## src/design/rcb_pkg.sv

```systemverilog
// Shared types for the rectangle clip and border split core.
package rcb_pkg;

  // Width of the clipped coordinates and canvas registers
  localparam int unsigned CoordW = 13;
  // Working width of signed coordinates inside the core (covers x + w - b + b)
  localparam int unsigned WideW = 20;

  // Configuration register indexes
  localparam logic CfgCanvasWidth  = 1'b0;
  localparam logic CfgCanvasHeight = 1'b1;

  // Command operations
  localparam logic FuncFill   = 1'b0;
  localparam logic FuncStroke = 1'b1;

  // Input command
  typedef struct packed {
    logic               func;
    logic signed [15:0] rect_x;
    logic signed [15:0] rect_y;
    logic signed [15:0] rect_w;
    logic signed [15:0] rect_h;
    logic signed [15:0] border_px;
    logic [31:0]        color;
  } rcb_in_t;

  // Clipped result rectangle
  typedef struct packed {
    logic [CoordW-1:0] left;
    logic [CoordW-1:0] top;
    logic [CoordW-1:0] right;
    logic [CoordW-1:0] bottom;
    logic [31:0]       fill_color;
    logic              nonempty;
    logic              last;
  } rcb_out_t;

  // Unclipped sub-rectangle from the splitter
  typedef struct packed {
    logic signed [WideW-1:0] x0;
    logic signed [WideW-1:0] y0;
    logic signed [WideW-1:0] w;
    logic signed [WideW-1:0] h;
    logic [31:0]             color;
    logic                    last;
  } rcb_rect_t;

  // Sign-extend a 16-bit field to the working width
  function automatic logic signed [WideW-1:0] sext16(input logic [15:0] v);
    sext16 = {{(WideW-16){v[15]}}, v};
  endfunction

endpackage

```

## src/design/rcb_split.sv

```systemverilog
// Command decode and stroke split into up to four sub-rectangles, one per cycle while rect_ready is high.
module rcb_split import rcb_pkg::*; (
  input  logic      clk,
  input  logic      rst,
  input  logic      in_valid,
  output logic      in_stall,
  input  rcb_in_t   in_data,
  output logic      rect_valid,
  input  logic      rect_ready,
  output rcb_rect_t rect_data
);

  // Held command
  logic                    held;
  logic                    four;
  logic [1:0]              idx;
  logic signed [WideW-1:0] x, y, w, h, b;
  logic signed [WideW-1:0] y_bot, x_rgt, y_in, h_in;
  logic [31:0]             color;

  // Decode of the incoming command
  logic signed [WideW-1:0] ix, iy, iw, ih, ib, ib2;
  logic                    drop, thick, four_in, accept, last_now;

  always_comb begin
    ix = sext16(in_data.rect_x);
    iy = sext16(in_data.rect_y);
    iw = sext16(in_data.rect_w);
    ih = sext16(in_data.rect_h);
    ib = sext16(in_data.border_px);
    ib2 = ib + ib;
    drop = (in_data.func == FuncStroke) && (ib <= 0);
    thick = (ib2 >= iw) || (ib2 >= ih);
    four_in = (in_data.func == FuncStroke) && !drop && !thick;
  end

  assign last_now = !four || (idx == 2'd3);
  assign in_stall = held && !(rect_ready && last_now);
  assign accept = in_valid && !in_stall;
  assign rect_valid = held;

  // Control: hold a command until its last sub-rectangle transfers
  always_ff @(posedge clk) begin
    if (rst) begin
      held <= 1'b0;
      idx  <= 2'd0;
    end else if (accept) begin
      held <= !drop;
      idx  <= 2'd0;
    end else if (held && rect_ready) begin
      if (last_now) begin
        held <= 1'b0;
      end else begin
        idx <= idx + 2'd1;
      end
    end
  end

  // Payload: edge offsets are precomputed at load time
  always_ff @(posedge clk) begin
    if (accept) begin
      four  <= four_in;
      x     <= ix;
      y     <= iy;
      w     <= iw;
      h     <= ih;
      b     <= ib;
      y_bot <= iy + ih - ib;
      x_rgt <= ix + iw - ib;
      y_in  <= iy + ib;
      h_in  <= ih - ib2;
      color <= in_data.color;
    end
  end

  // Sub-rectangle select: top, bottom, left, right edges
  always_comb begin
    rect_data.color = color;
    rect_data.last  = last_now;
    rect_data.x0    = x;
    rect_data.y0    = y;
    rect_data.w     = w;
    rect_data.h     = h;
    if (four) begin
      unique case (idx)
        2'd0: begin
          rect_data.h = b;
        end
        2'd1: begin
          rect_data.y0 = y_bot;
          rect_data.h  = b;
        end
        2'd2: begin
          rect_data.y0 = y_in;
          rect_data.w  = b;
          rect_data.h  = h_in;
        end
        default: begin
          rect_data.x0 = x_rgt;
          rect_data.y0 = y_in;
          rect_data.w  = b;
          rect_data.h  = h_in;
        end
      endcase
    end
  end

endmodule

```

## src/design/rcb_clip.sv

```systemverilog
// Three-stage clip pipeline: corner order, clamp to canvas, empty test.
module rcb_clip import rcb_pkg::*; (
  input  logic              clk,
  input  logic              rst,
  input  logic [CoordW-1:0] canvas_w,
  input  logic [CoordW-1:0] canvas_h,
  input  logic              rect_valid,
  output logic              rect_ready,
  input  rcb_rect_t         rect_data,
  output logic              out_valid,
  input  logic              out_stall,
  output rcb_out_t          out_data
);

  logic s1_v, s2_v, s3_v;
  logic s1_rdy, s2_rdy, s3_rdy;

  // Stage moves when empty or when the next stage moves
  assign s3_rdy = !s3_v || !out_stall;
  assign s2_rdy = !s2_v || s3_rdy;
  assign s1_rdy = !s1_v || s2_rdy;
  assign rect_ready = s1_rdy;

  always_ff @(posedge clk) begin
    if (rst) begin
      s1_v <= 1'b0;
      s2_v <= 1'b0;
      s3_v <= 1'b0;
    end else begin
      if (s1_rdy) s1_v <= rect_valid;
      if (s2_rdy) s2_v <= s1_v;
      if (s3_rdy) s3_v <= s2_v;
    end
  end

  // Stage 1: far corner and ordering
  logic signed [WideW-1:0] x1, y1;
  logic signed [WideW-1:0] s1_xl, s1_xh, s1_yl, s1_yh;
  logic [31:0]             s1_color;
  logic                    s1_last;

  assign x1 = rect_data.x0 + rect_data.w;
  assign y1 = rect_data.y0 + rect_data.h;

  always_ff @(posedge clk) begin
    if (s1_rdy) begin
      s1_xl    <= (x1 < rect_data.x0) ? x1 : rect_data.x0;
      s1_xh    <= (x1 < rect_data.x0) ? rect_data.x0 : x1;
      s1_yl    <= (y1 < rect_data.y0) ? y1 : rect_data.y0;
      s1_yh    <= (y1 < rect_data.y0) ? rect_data.y0 : y1;
      s1_color <= rect_data.color;
      s1_last  <= rect_data.last;
    end
  end

  // Stage 2: clamp each coordinate to [0, canvas]
  function automatic logic [CoordW-1:0] clamp(input logic signed [WideW-1:0] v,
                                                input logic [CoordW-1:0] hi);
    logic signed [WideW-1:0] hi_w;
    hi_w = {{(WideW-CoordW){1'b0}}, hi};
    if (v < 0) begin
      clamp = '0;
    end else if (v > hi_w) begin
      clamp = hi;
    end else begin
      clamp = v[CoordW-1:0];
    end
  endfunction

  logic [CoordW-1:0] s2_xl, s2_xh, s2_yl, s2_yh;
  logic [31:0]       s2_color;
  logic              s2_last;

  always_ff @(posedge clk) begin
    if (s2_rdy) begin
      s2_xl    <= clamp(s1_xl, canvas_w);
      s2_xh    <= clamp(s1_xh, canvas_w);
      s2_yl    <= clamp(s1_yl, canvas_h);
      s2_yh    <= clamp(s1_yh, canvas_h);
      s2_color <= s1_color;
      s2_last  <= s1_last;
    end
  end

  // Stage 3: empty test; empty results carry zero coordinates and color
  logic nonempty;
  assign nonempty = (s2_xh > s2_xl) && (s2_yh > s2_yl);

  always_ff @(posedge clk) begin
    if (s3_rdy) begin
      out_data.left       <= nonempty ? s2_xl : '0;
      out_data.top        <= nonempty ? s2_yl : '0;
      out_data.right      <= nonempty ? s2_xh : '0;
      out_data.bottom     <= nonempty ? s2_yh : '0;
      out_data.fill_color <= nonempty ? s2_color : '0;
      out_data.nonempty   <= nonempty;
      out_data.last       <= s2_last;
    end
  end

  assign out_valid = s3_v;

endmodule

```

## src/design/rect_clip_and_border_split_core.sv

```systemverilog
// Top level: canvas registers, command splitter and clip pipeline.
//
//  Channel | Handshake                     | Payload
//  --------+-------------------------------+-------------------------------
//  in      | in_valid / in_stall           | in_data (rcb_in_t)
//  out     | out_valid / out_stall         | out_data (rcb_out_t)
//  cfg     | cfg_valid / cfg_ready (=1)    | cfg_index, cfg_data
//
// A fill, or a stroke that degenerates to a full fill, yields one sub-rectangle in
// the splitter; a stroke with a proper border yields four (one per edge), and an
// invalid stroke yields none and no result. The path from input transfer to the
// first result runs through the splitter register and the three clip stages.
// Reset is synchronous; it empties all stages and sets both canvas sizes to
// 4096 (saturated to MAX_DIM). An output stall holds every full stage, empty
// stages keep filling, and the input stalls once the splitter cannot hand off.
module rect_clip_and_border_split_core import rcb_pkg::*; #(
  parameter int unsigned MAX_DIM = 4096
) (
  input  logic              clk,
  input  logic              rst,
  input  logic              in_valid,
  output logic              in_stall,
  input  rcb_in_t           in_data,
  output logic              out_valid,
  input  logic              out_stall,
  output rcb_out_t          out_data,
  input  logic              cfg_valid,
  output logic              cfg_ready,
  input  logic              cfg_index,
  input  logic [CoordW-1:0] cfg_data
);

  // Largest canvas size the 13-bit registers can hold under MAX_DIM
  localparam int unsigned RegMax = (1 << CoordW) - 1;
  localparam int unsigned DimCap = (MAX_DIM > RegMax) ? RegMax : MAX_DIM;
  localparam int unsigned DimRst = (4096 > DimCap) ? DimCap : 4096;

  logic [CoordW-1:0] canvas_w, canvas_h, cfg_sat;

  // Canvas registers hold the already saturated size
  assign cfg_ready = 1'b1;
  assign cfg_sat = (cfg_data > CoordW'(DimCap)) ? CoordW'(DimCap) : cfg_data;

  always_ff @(posedge clk) begin
    if (rst) begin
      canvas_w <= CoordW'(DimRst);
      canvas_h <= CoordW'(DimRst);
    end else if (cfg_valid && cfg_ready) begin
      unique case (cfg_index)
        CfgCanvasWidth:  canvas_w <= cfg_sat;
        CfgCanvasHeight: canvas_h <= cfg_sat;
        default:         canvas_w <= canvas_w;
      endcase
    end
  end

  logic      rect_valid, rect_ready;
  rcb_rect_t rect_data;

  rcb_split u_split (
    .clk        (clk),
    .rst        (rst),
    .in_valid   (in_valid),
    .in_stall   (in_stall),
    .in_data    (in_data),
    .rect_valid (rect_valid),
    .rect_ready (rect_ready),
    .rect_data  (rect_data)
  );

  rcb_clip u_clip (
    .clk        (clk),
    .rst        (rst),
    .canvas_w   (canvas_w),
    .canvas_h   (canvas_h),
    .rect_valid (rect_valid),
    .rect_ready (rect_ready),
    .rect_data  (rect_data),
    .out_valid  (out_valid),
    .out_stall  (out_stall),
    .out_data   (out_data)
  );

endmodule
```

## config.mk

```make
export PLATFORM = sky130hd
export DESIGN_NAME = rect_clip_and_border_split_core
export DESIGN_NICKNAME = d
export VERILOG_FILES = /design/src/design/rcb_pkg.sv /design/src/design/rcb_split.sv /design/src/design/rcb_clip.sv /design/src/design/rect_clip_and_border_split_core.sv
export SDC_FILE = /design/constraint.sdc
export NUM_CORES = 1
export LEC_CHECK = 0
export ABC_AREA = 0
export BUFFER_PORTS_ARGS = -buffer_cell sky130_fd_sc_hd__buf_4
export CAP_MARGIN = 20
export CORE_ASPECT_RATIO = 2
export CORE_MARGIN = 2
export CORE_UTILIZATION = 40
export CTS_CLUSTER_SIZE = 20
export DETAILED_ROUTE_END_ITERATION = 12
export PLACE_DENSITY = 0.57
export SLEW_MARGIN = 20
export SYNTH_ARGS = -nofsm -noshare
export SYNTH_HDL_FRONTEND = slang
export SYNTH_HIERARCHICAL = 1
export SYNTH_SLANG_ARGS = --single-unit
```

## constraint.sdc

```tcl
create_clock -name clk -period 9.1 [get_ports clk]
set_input_delay 1.82 -clock clk [delete_from_list [all_inputs] [get_ports clk]]
set_output_delay 1.82 -clock clk [all_outputs]
set_load 0.005 [all_outputs]
```

; Word level (Yosys, flattened, before mapping)
; Index checks and enable logic that the tools add are counted.
[op_classes]
n_addsub = 10
magnitude_cmp = 16
eq_ne = 3
mux = 17
bitwise_logic = 2
reduce_logical = 32
[op_table]
columns = cell, n
row1 = $mux 20, 7
row2 = $gt 20x14->1, 4
row3 = $lt 20x1->1 const B, 4
row4 = $mux 80, 1
row5 = $add 16x16->17, 4
row6 = $mux 13, 5
row7 = $add 20x20->20, 2
row8 = $lt 20x20->1, 2
row9 = $pmux 20 s2, 1
row10 = $sub 17x16->18, 2
row11 = $ge 17x16->1, 2
row12 = $gt 13x13->1, 2
row13 = $sub 16x17->18, 1
row14 = $le 16x1->1 const B, 1
row15 = $gt 13x13->1 const B, 1
row16 = $logic_not 1->1, 9
row17 = $logic_and 1x1->1, 8
row18 = $reduce_and 2->1, 4
row19 = $logic_or 1x1->1, 5
row20 = $eq 2x2->1 const B, 2
row21 = $reduce_bool 2->1, 2
row22 = $reduce_or 2->1, 2
row23 = $mux 1, 3
row24 = $reduce_or 3->1, 1
row25 = other kinds (4), 5
[word_totals]
regBits = 509
input_bits = 132
out_inout_bits = 89
wordCells = 117

; Depth between registers and ports, before layout
; Gate-level depths: netlist of run 1.
[logic_depth]
depth_word = 11
depth_mapped = 24
mapped_depth_nobuf = 21

; By module
; Netlist of run 1, hierarchy kept.
[modules_own_cells]
columns = mod, instances, cells_per_inst, area_each_um2, seq_area_each_um2
row1 = rcb_clip, 1, 1281, 15912.8, 8588.2
row2 = rcb_split, 1, 1000, 11454.7, 5555.3
row3 = rect_clip_and_border_split_core, 1, 130, 1008.5, 520.5

; Worst setup path before layout of run 1
; OpenSTA, ideal clock, no wires.
[synth_path]
path_kind = input to register
startpoint = in out_stall
endpoint = reg u_split.b[0], enable pin
setup_ns = 0.568
t_arrival_ns = 9.002
required_time_ns = 8.532
setup_slack_ns = -0.470
stages = 5
cell_sequence = and3_1 > nand2_1 > nand2_1 > nand2_1 > and2_1
[synth_between]
elab_chain_len = 9
[synth_rtl]
columns = element, line
row1 = from (decl), rect_clip_and_border_split_core.sv:25  ; input logic out_stall,
row2 = $logic_not 1->1, rcb_clip.sv:19  ; assign s3_rdy = !s3_v || !out_stall;
row3 = $logic_or 1x1->1, rcb_clip.sv:19
row4 = $logic_or 1x1->1, rcb_clip.sv:20  ; assign s2_rdy = !s2_v || s3_rdy;
row5 = $logic_or 1x1->1, rcb_clip.sv:21  ; assign s1_rdy = !s1_v || s2_rdy;
row6 = via rect_ready, rect_clip_and_border_split_core.sv:57  ; logic rect_valid, rect_ready;
row7 = $logic_and 1x1->1, rcb_split.sv:38  ; assign in_stall = held && !(rect_ready && last_now);
row8 = $logic_not 1->1, rcb_split.sv:38
row9 = $logic_and 1x1->1, rcb_split.sv:38
row10 = $logic_not 1->1, rcb_split.sv:39  ; assign accept = in_valid && !in_stall;
row11 = $logic_and 1x1->1, rcb_split.sv:39
row12 = via u_split.accept, rcb_split.sv:23  ; logic drop, thick, four_in, accept, last_now;
row13 = to (signal assigned), rcb_split.sv:67  ; b <= ib;
row14 = to (decl), rcb_split.sv:17  ; logic signed [WideW-1:0] x, y, w, h, b;
; The timed path passes the listed nets, and every way through them passes these cells.
; A chain may end at the register's enable or synchronous reset.

==> results.md, run 1 <==
* Count leader, synth: edfxtp_1
* Worst-Skew Late Latency at 580 ps
* WL/cell at 21.1 µm
* Number of diodes at 0
* H-tree depth at 2
* Clk root buf: clkbuf_16
* Port buffer count at 219
* CP startpoint kind: flop
* Status: finished clean
* Crit Path Max Fanout at 31
* CP dominant cell by count: a211oi_1
* Ratio of cells with drive above 1 in the final layout at 16.1%
* FILL cells at 6459
* Drt pass-1 iters at 6
* Synth cell types at 80
* Hold-fix buffers, CTS at 0
* Post_cts resized at 0
* Slew @ Worst Pin at 1070 ps
* Final hold vios at 0
* CP Cell Sequence: nand2b_1 -> nor2_1 -> buf_4 -> mux2_2 -> ha_1 -> a211oi_1 -> o211ai_1 -> a31oi_1 -> a211oi_1 -> o22ai_1 -> xnor2_1 -> xnor2_1 -> ha_1 -> nand2_1 -> nor2_1 -> a211oi_1 -> a41oi_1 -> a31oi_4 -> buf_4 -> mux2_2
* DR vias at 18995
* Die height at 381 µm
* RSZ-0062 raised after global routing: false
* Initial Util at 40.3%
* Register area at 14700 µm²
* Top_reg_cell synth: edfxtp_1
* Slew headroom at 28.5%
* Final min period at 7080 ps
* Core Region at 70400 µm²
* Synth cell count leaders: 467 x edfxtp_1, 274 x inv_1, 241 x ha_1, 148 x a21oi_1, 128 x nand2_1
* Synth Net Count at 2819
* CP delay by family, top: compound AO/OA/AOI/OAI gates
* Finish-stage setup viols at 0
* DP HPWL at 57800 µm
* YS warnings at 6
* Vias per cell at 5.31
* Wire length on met2 at 36500 µm
* Yosys reg bits at 499
* Worst Path Required at 9440 ps
* Post-route ant nets at 0
* Critical path arrival at 7420 ps
* Post-Place Setup Slack at 1950 ps
* Drt total wl at 75300 µm
* Initial antenna violation count at 0
* VDD IR max at 0.000318 V
* Grt ovf at 0
* Design area at 32600 µm²
* Share of Yosys cell area claimed by the top area cell type at 49.4%
* Leading area contributor after synthesis: edfxtp_1
* Sequential fraction of the synthesis area at 51.7%
* Routed wl met3 at 4360 µm
* Initial DRC Count at 1283
* Worst path bufs/invs at 2
* Postcts setup bufs at 0
* Period Utilization, post-route at 77.8%
* Worst min-delay path category: reg -> reg
* Worst setup margin at 2020 ps
* Largest net degree at the start of global routing at 151
* Clock sinks at 499
* Max-slew violation count at 0
* Die W at 192 µm
* Leakage at 13.7 nW
* GR Util All Layers at 20.5%
* GPL Wtd Cong at 0.877
* Rows at 138
* Die ar. at 73200 µm²
* Setup CP Type: reg -> reg
* F_max at 141 MHz
* Placed instance area at 31000 µm²
* Area contributors post-synth: edfxtp_1 49%, ha_1 11%, mux2_2 3.7%
* FF-to-FF setup slack at 2020 ps
* CTS tree: built
* Max clock buf depth at 3
* Io pins at 221
* Mapped Cells at 2411
* Clock Pin Slew Worst Setup and Hold Paths at 70 ps
* Mapped Area at 28400 µm²
* Worst Hold Slack at 411 ps
* Nets at 3033
* Footprint of the multi-input gates at 12300 µm²
* Power consumption at 8.16 mW
* Slowest stage delay, CP at 750 ps
* Fin Setup TNS at 0 ps
* PwrDens at 250 nW/µm²
* Synthesis-to-finish area growth at 14.8%
* First-pass GRT wire length at 113000 µm
* Crit. End Element: flop
* EDFF count, synth at 467
* Critical path's slowest cell: edfxtp_1
* Routed length on met1 at 32200 µm
* Max-cap violation count at 0
* DRC at 0
* Top layer in use: met4
* CTS Buf Count at 47
* Average cell area after synthesis at 11.8 µm²
* Fin Clk Skew at 18.6 ps
* Async S/R FF share, synth at 0%
* Number of global-route vias before repair at 19110
==> cells by family after synthesis <==
family	share of synthesized area, %
DFF	51.7
xor gates and xnor gates	2.87
AOI/OAI and AO/OA	10.3
other	0.0132
buffers and inverters	5.01
and+or+nand+nor	10.8
adders and majority gates	13.1
muxes	6.20
==> area by class of cell <==
type                       count  area share, %
sequential                   499           45.0
multi-input combinational   1565           37.9
timing repair buffer         238           5.52
clock buffer                  60           3.88
tap                          910           3.49
inverter                     274           3.16
clock inverter                28           1.05
==> worst paths after layout <==
path                      from             endpoint  cells after the start
min reg2reg  u_split/color[11]  u_clip/s1_color[11]                      0
min          u_split/color[11]  u_clip/s1_color[11]                      0
max reg2reg       u_split/four      u_clip/s1_xh[0]                     20
max               u_split/four      u_clip/s1_xh[0]                     20
==> power breakdown <==
group          leakage, nW  total [mW]  internal [mW]  switching (mW)
logic                 7.68        2.69           1.13            1.56
registers             5.24        3.40           3.13           0.274
clock network        0.774        2.06           1.17           0.897
total                 13.7        8.16           5.43            2.73
==> routing by layer <==
metal | up-vias | GRT usage (%)
met2 | 566 | 35.0
met5 | - | 0
met4 | 0 | 6.66
met1 | 9165 | 26.4
met3 | 118 | 3.17
li1 | 9146 | -
==> per-stage QoR <==
stage | util [%] | std cells
global route | 46.3 | 3574
global placement | 44.0 | 3486
detailed placement | 44.0 | 3486
finish | 46.3 | 3574
floorplan | - | 2411
CTS | 46.3 | 3574
==> registers in the layout, summed over array words and instances, names as in the netlist, 16 cells and up <==
signal	flops
u_clip/s2_color	32
u_split/h	16
u_split/y_bot	18
u_split/y_in	17
u_split/x_rgt	18
u_split/color	32
u_clip/s1_xh	20
u_clip/s1_yh	20
u_split/w	16
u_clip/out_data	86
u_split/x	16
u_split/y	16
u_split/b	16
u_clip/s1_yl	20
u_split/h_in	17
u_clip/s1_xl	20
u_clip/s1_color	32
==> cell usage in the layout (no fill, tap or decap), types with 7 or more instances in the layout <==
cell,n
and3_1,13
xor2_1,27
o21ai_0,70
o22ai_1,7
nor2b_1,41
fa_1,35
nor4_1,11
dfxtp_1,32
xnor2_1,66
a31oi_1,10
nor2_1,116
a211oi_1,9
nand3_1,29
clkinv_2,8
a21o_1,60
mux2_2,93
nand4_1,29
ha_1,241
a22o_1,31
inv_1,273
o21ai_1,13
nand2_1,125
mux2i_1,70
o21a_1,25
edfxtp_1,467
nand2b_1,69
buf_4,237
clkbuf_16,47
a21oi_1,148
o211ai_1,13
clkbuf_1,9
nor3b_1,61
nor3_1,55
No activity file was read; power rests on OpenSTA's default activity.
==> run 2, diff against run 1 <==
Clock period 9.1 ns to 6.2 ns, I/O delays scaled along.
==> run 2 against run 1 <==
  * Critical path depth down 1
  * Utilization grew 0.42 points
  * Routed wire length decreased by 1.6%
  * Via count barely moved
  * Sequential share of layout area is 0.40 points lower
  * Setup slack got worse by 1600 ps
  * Global-route usage down 0.36 points
  * Clock power grew 54%
  * First-iteration DRC count is 20% lower
  * Largest power group unchanged
  * Clock-buffer cell count decreased by 7
  * Combinational power grew 49%
  * Register-to-register slack worse by 1600 ps
==> results.md, run 2 (synthesis results as in run 1) <==
* GPL Wtd Cong at 0.885
* Footprint of the multi-input gates at 12400 µm²
* Period Utilization, post-route at 93.9%
* Drt total wl at 74100 µm
* Switching Fraction at 33.7%
* Initial antenna violation count at 0
* WL/cell at 20.7 µm
* CTS Buf Count at 48
* Worst min-delay path category: reg -> reg
* Psw at 4.11 mW
* Fin Clk Skew at 19.6 ps
* CP startpoint kind: flop
* CP delay by family, top: compound AO/OA/AOI/OAI gates
* FF-to-FF setup slack at 380 ps
* Hold-fix buffers, CTS at 0
* CTS tree: built
* Reg2reg path depth at 19
* Leakage at 13.8 nW
* Number of global-route vias before repair at 18886
* Nets at 3045
* Critical path's slowest cell: fa_1
* Initial Util at 40.3%
* Clock sinks at 499
* Number of diodes at 0
* DRC at 0
* Clock Pin Slew Worst Setup and Hold Paths at 70 ps
* Die W at 192 µm
* Setup CP Type: reg -> reg
* Worst Hold Slack at 418 ps
* Commonest non-fill, non-tap cells in the layout: 467 x edfxtp_1, 273 x inv_1, 244 x buf_4
* Final hold vios at 0
* Largest net degree at the start of global routing at 186
* Io pins at 221
* Slew @ Worst Pin at 1020 ps
* Rows at 138
* Worst path bufs/invs at 2
* Largest Register: u_clip/out_data
* Share of total power in combinational logic at 32.8%
* FILL cells at 6512
* Initial DRC Count at 1031
* Critical path arrival at 6170 ps
* Max clock buf depth at 3
* Max-cap violation count at 0
* Worst r2r dst: u_clip/s1_xh[18]
* R2r startpoint: u_split/idx[0]
* Levels on crit path at 19
* Finish-stage setup viols at 0
* Vias per cell at 5.30
* Slowest stage delay, CP at 440 ps
* Final min period at 5820 ps
* Placed instance area at 31100 µm²
* F_max at 172 MHz
* Grt ovf at 0
* Worst-Skew Late Latency at 600 ps
* Post-Place Cells at 3494
* Power Internal at 8.08 mW
* Register area at 14700 µm²
* Die height at 381 µm
* Max FFs per register at 86
* CP Cell Sequence: inv_1 -> ha_1 -> nand2b_1 -> nor2_2 -> mux2_2 -> ha_1 -> fa_1 -> a21oi_1 -> o22ai_1 -> o41ai_4 -> o31ai_4 -> a311o_1 -> ha_1 -> nand4_1 -> nor4_4 -> o211ai_1 -> a31oi_4 -> buf_12 -> mux2_2
* Worst Path Required at 6550 ps
* Ratio of cells with drive above 1 in the final layout at 17.0%
* Power consumption at 12.2 mW
* Slew headroom at 31.7%
* First-pass GRT wire length at 111000 µm
* Flop pwr share at 41.1%
* VDD IR max at 0.000399 V
* Max-slew violation count at 0
* PwrDens at 370 nW/µm²
* Crit Path Max Fanout at 54
* Final Non-Filler Cells at 3587
* Design area at 32900 µm²
* Core Region at 70400 µm²
* Die ar. at 73200 µm²
* Most common cell after layout, fill and taps aside: edfxtp_1
* Clk root buf: clkbuf_16
* Status: finished clean
* DP HPWL at 57700 µm
* Port buffer count at 219
* GR Util All Layers at 20.2%
* CP dominant cell by count: ha_1
* Post-route ant nets at 0
* Drt pass-1 iters at 5
* Crit. End Element: flop
* DR vias at 19008
* Clock network power share at 26.1%
* Synthesis-to-finish area growth at 15.9%
* Worst Setup EP: u_clip/s1_xh[18]
* Critical Path Source: u_split/idx[0]
* H-tree depth at 2
-- run 2: worst min-delay path by stage --
stage                         from                   to  slack, ps  depth (start not counted)
6_report        u_clip/s1_color[1]   u_clip/s2_color[1]        420                          0
4_1_cts         u_clip/s1_color[0]   u_clip/s2_color[0]        420                          0
5_1_grt         u_clip/s1_color[1]   u_clip/s2_color[1]        430                          0
3_5_place_dp     u_split/color[30]  u_clip/s1_color[30]        400                          0
3_3_place_gp   u_clip/s1_color[25]  u_clip/s2_color[25]        400                          0
2_1_floorplan       u_clip/s2_last   u_clip/out_data[0]        400                          0
-- run 2: power groups by stage --
stage	Clock, mW	Combinational (mW)	Sequential (mW)
floorplan	0	2.88	4.85
global placement	0	3.92	5.08
detailed placement	0	3.97	5.08
CTS	3.27	3.99	5.01
global route	3.38	4.46	5.06
finish	3.18	4.00	5.00
-- run 2: layout make-up --
class                   instances  area share (%)
clock buffers                  53            3.84
clock inverters                37            1.39
inverters                     274            3.13
multi-input cells            1565            37.7
flip-flops and latches        499            44.6
well taps                     910            3.46
repair buffers                249            5.85
-- run 2: stage by stage --
step	util [%]	worst slack, ps	setup TNS [ps]
2_1_floorplan	-	380	0
3_3_place_gp	44.1	213	0
3_5_place_dp	44.1	128	0
4_1_cts	46.6	88.3	0
5_1_grt	46.7	-22.4	-109
6_report	46.7	376	0
-- run 2: routing by layer --
| metal | GRT usage (%) | routed length [µm] |
|---|---|---|
| met2 | 33.9 | 35700 |
| met4 | 7.42 | 2850 |
| met5 | 0 | 0 |
| met1 | 26.4 | 31900 |
| met3 | 2.57 | 3700 |
-- run 2: repair_timing --
action / CTS / global route
gates resized for setup: 0 / 10
setup buffers: 0 / 3
setup endpoints to repair: 0 / 78
-- run 2: worst reg2reg max path, stage by stage (launching register included) --
cell and delay, ps:
dfxtp_1 360, inv_1 80, ha_1 270, nand2b_1 200, nor2_2 230, mux2_2 380
ha_1 240, fa_1 440, a21oi_1 230, o22ai_1 160, o41ai_4 400, o31ai_4 160
a311o_1 390, ha_1 320, nand4_1 210, nor4_4 360, o211ai_1 250, a31oi_4 260
buf_12 260, mux2_2 390
==> run 3, diff against run 2 <==
Settings changed: CORE_UTILIZATION 40 to 46, PLACE_DENSITY 0.57 to 0.64.
==> run 3 against run 2 <==
  * Via count down 0.14%
  * Cell count shrank 3.4%
  * Highest routed layer is now met5
  * Largest cell class unchanged
  * Final area down 0.68%
  * Sequential cell count unchanged
  * Total power down 3.6%
  * Worst hold slack got worse by 3.4 ps
  * Critical endpoint is now u_clip/s1_yl[10]
  * Clock-buffer cell count down 3
==> results.md, run 3 (synthesis results as in run 1) <==
* Final hold vios at 0
* Period Utilization, post-route at 95.4%
* Crit Path Max Fanout at 38
* Fin Setup TNS at 0 ps
* Crit. End Element: flop
* Largest net degree at the start of global routing at 87
* Vias per cell at 5.48
* Share of total power in combinational logic at 34.1%
* Clk root buf: clkbuf_16
* Flop pwr share at 42.0%
* Setup CP Type: reg -> reg
* Die height at 355 µm
* Finish-stage setup viols at 0
* DP HPWL at 53900 µm
* Worst r2r dst: u_clip/s1_yl[10]
* Slew headroom at 35.0%
* Hold-fix buffers, CTS at 0
* Worst path bufs/invs at 5
* DRC at 0
* VDD IR max at 0.000310 V
* Initial Util at 46.5%
* CP startpoint kind: flop
* Io pins at 221
* FILL cells at 5280
* Core Region at 61000 µm²
* CP Cell Sequence: inv_1 -> ha_1 -> buf_4 -> nor2_2 -> buf_4 -> buf_4 -> mux2i_1 -> a21oi_1 -> ha_1 -> nand3_1 -> o21ai_0 -> a21oi_2 -> or3_1 -> nand3_1 -> ha_1 -> a2111oi_1 -> nand2_1 -> o22ai_2 -> o31ai_4 -> mux2i_4 -> buf_12 -> mux2_2
* Critical Path Source: u_split/idx[1]
* Clock Pin Slew Worst Setup and Hold Paths at 70 ps
* DR vias at 18981
* Initial DRC Count at 941
* Post-route ant nets at 0
* Max clock buf depth at 3
* Worst-Skew Late Latency at 580 ps
* Number of global-route vias before repair at 19548
* FF-to-FF setup slack at 290 ps
* Worst Path Required at 6520 ps
* Worst min-delay path category: reg -> reg
* GR Util All Layers at 21.1%
* Largest Register: u_clip/out_data
* Ratio of cells with drive above 1 in the final layout at 17.2%
* GPL Wtd Cong at 0.931
* Slowest stage delay, CP at 560 ps
* Max-cap violation count at 0
* Clock sinks at 499
* Fin Clk Skew at 19.5 ps
* Status: finished clean
* R2r startpoint: u_split/idx[1]
* F_max at 169 MHz
* PwrDens at 360 nW/µm²
* WL/cell at 19.7 µm
* Port buffer count at 219
* Commonest non-fill, non-tap cells in the layout: 467 x edfxtp_1, 273 x inv_1, 264 x buf_4
* Die W at 180 µm
* Die ar. at 63800 µm²
* Final min period at 5910 ps
* Drt pass-1 iters at 5
* Psw at 3.84 mW
* Post-Place Setup Slack at -258 ps
* Nets at 3062
* Hold_sp: u_clip/s1_color[4]
* First-pass GRT wire length at 106000 µm
* Clock network power share at 23.9%
* Rows at 128
* Levels on crit path at 22
* Worst setup margin at 288 ps
* Most common cell after layout, fill and taps aside: edfxtp_1
* Synthesis-to-finish area growth at 15.1%
* Critical path's slowest cell: o21ai_0
* Max-slew violation count at 0
* Max FFs per register at 86
* Leakage at 13.8 nW
* Initial antenna violation count at 2
* Critical path arrival at 6230 ps
* Grt ovf at 0
* Worst Setup EP: u_clip/s1_yl[10]
* Switching Fraction at 32.7%
* H-tree depth at 2
* Reg2reg path depth at 22
* Power Internal at 7.91 mW
* Number of diodes at 0
* CP delay by family, top: compound AO/OA/AOI/OAI gates
* Drt total wl at 68400 µm
* CTS tree: built
* Slew @ Worst Pin at 974 ps
* CTS Buf Count at 44
run 3: changes by cell type in the layout (fill, tap and decap cells not counted), sizes merged, moves of 2 or more:
cell      previous run  this run
clkinvlp             8         4
buf                249       268
clkbuf              53        50
a31oi               11        13
inv                281       278
run 3: repair_timing:
action / in CTS / in global routing
resized for setup: 1 / 10
buffers inserted: 0 / 9
gates cloned: 2 / 0
pin swaps: 1 / 5
setup endpoints to repair: 4 / 76
run 3: worst min path at each step:
| stage | slack, ps | cells after the start | endpoint |
|---|---|---|---|
| 5_1_grt | 420 | 0 | u_clip/s2_color[28] |
| 2_1_floorplan | 400 | 0 | u_clip/out_data[0] |
| 3_5_place_dp | 400 | 0 | u_clip/s1_color[26] |
| 6_report | 410 | 0 | u_clip/s2_color[4] |
| 3_3_place_gp | 400 | 0 | u_clip/s2_color[27] |
| 4_1_cts | 420 | 0 | u_clip/s2_color[4] |
run 3: stage by stage:
stage / instances / utilization, % / cell area (µm²) / power (mW) / hold WS, ps
3_5_place_dp: 3377 / 50.8 / 31000 / 8.94 / 405
4_1_cts: 3457 / 53.3 / 32500 / 11.8 / 416
6_report: 3466 / 53.5 / 32700 / 11.7 / 415
2_1_floorplan: 2411 / - / 28400 / 7.73 / 400
3_3_place_gp: 3377 / 50.8 / 31000 / 8.81 / 402
5_1_grt: 3466 / 53.5 / 32700 / 12.5 / 421
run 3: power groups by stage:
stage          clock (mW)  sequential, mW  combinational [mW]
2_1_floorplan           0            4.85                2.88
3_3_place_gp            0            4.99                3.82
3_5_place_dp            0            5.01                3.93
4_1_cts              2.87            4.94                3.97
5_1_grt              2.99            5.00                4.46
6_report             2.81            4.93                4.01
run 3: layer usage:
metal / wire [µm] / GRT usage (%) / vias to the layer above
met5: 22 / 0 / -
met1: 26200 / 23.2 / 9147
met3: 2500 / 2.34 / 134
met4: 3930 / 11.4 / 4
li1: - / - / 9218
met2: 35800 / 39.4 / 478
run 3: cell type report:
cell class              count  area (µm²)  area share [%]
multi-input cells        1567       12500            38.1
clock inverters            28         329            1.01
inverters                 274        1030            3.15
well taps                 780         976            2.99
flip-flops and latches    499       14700            44.9
repair buffers            268        2060            6.31
clock buffers              50        1140            3.51
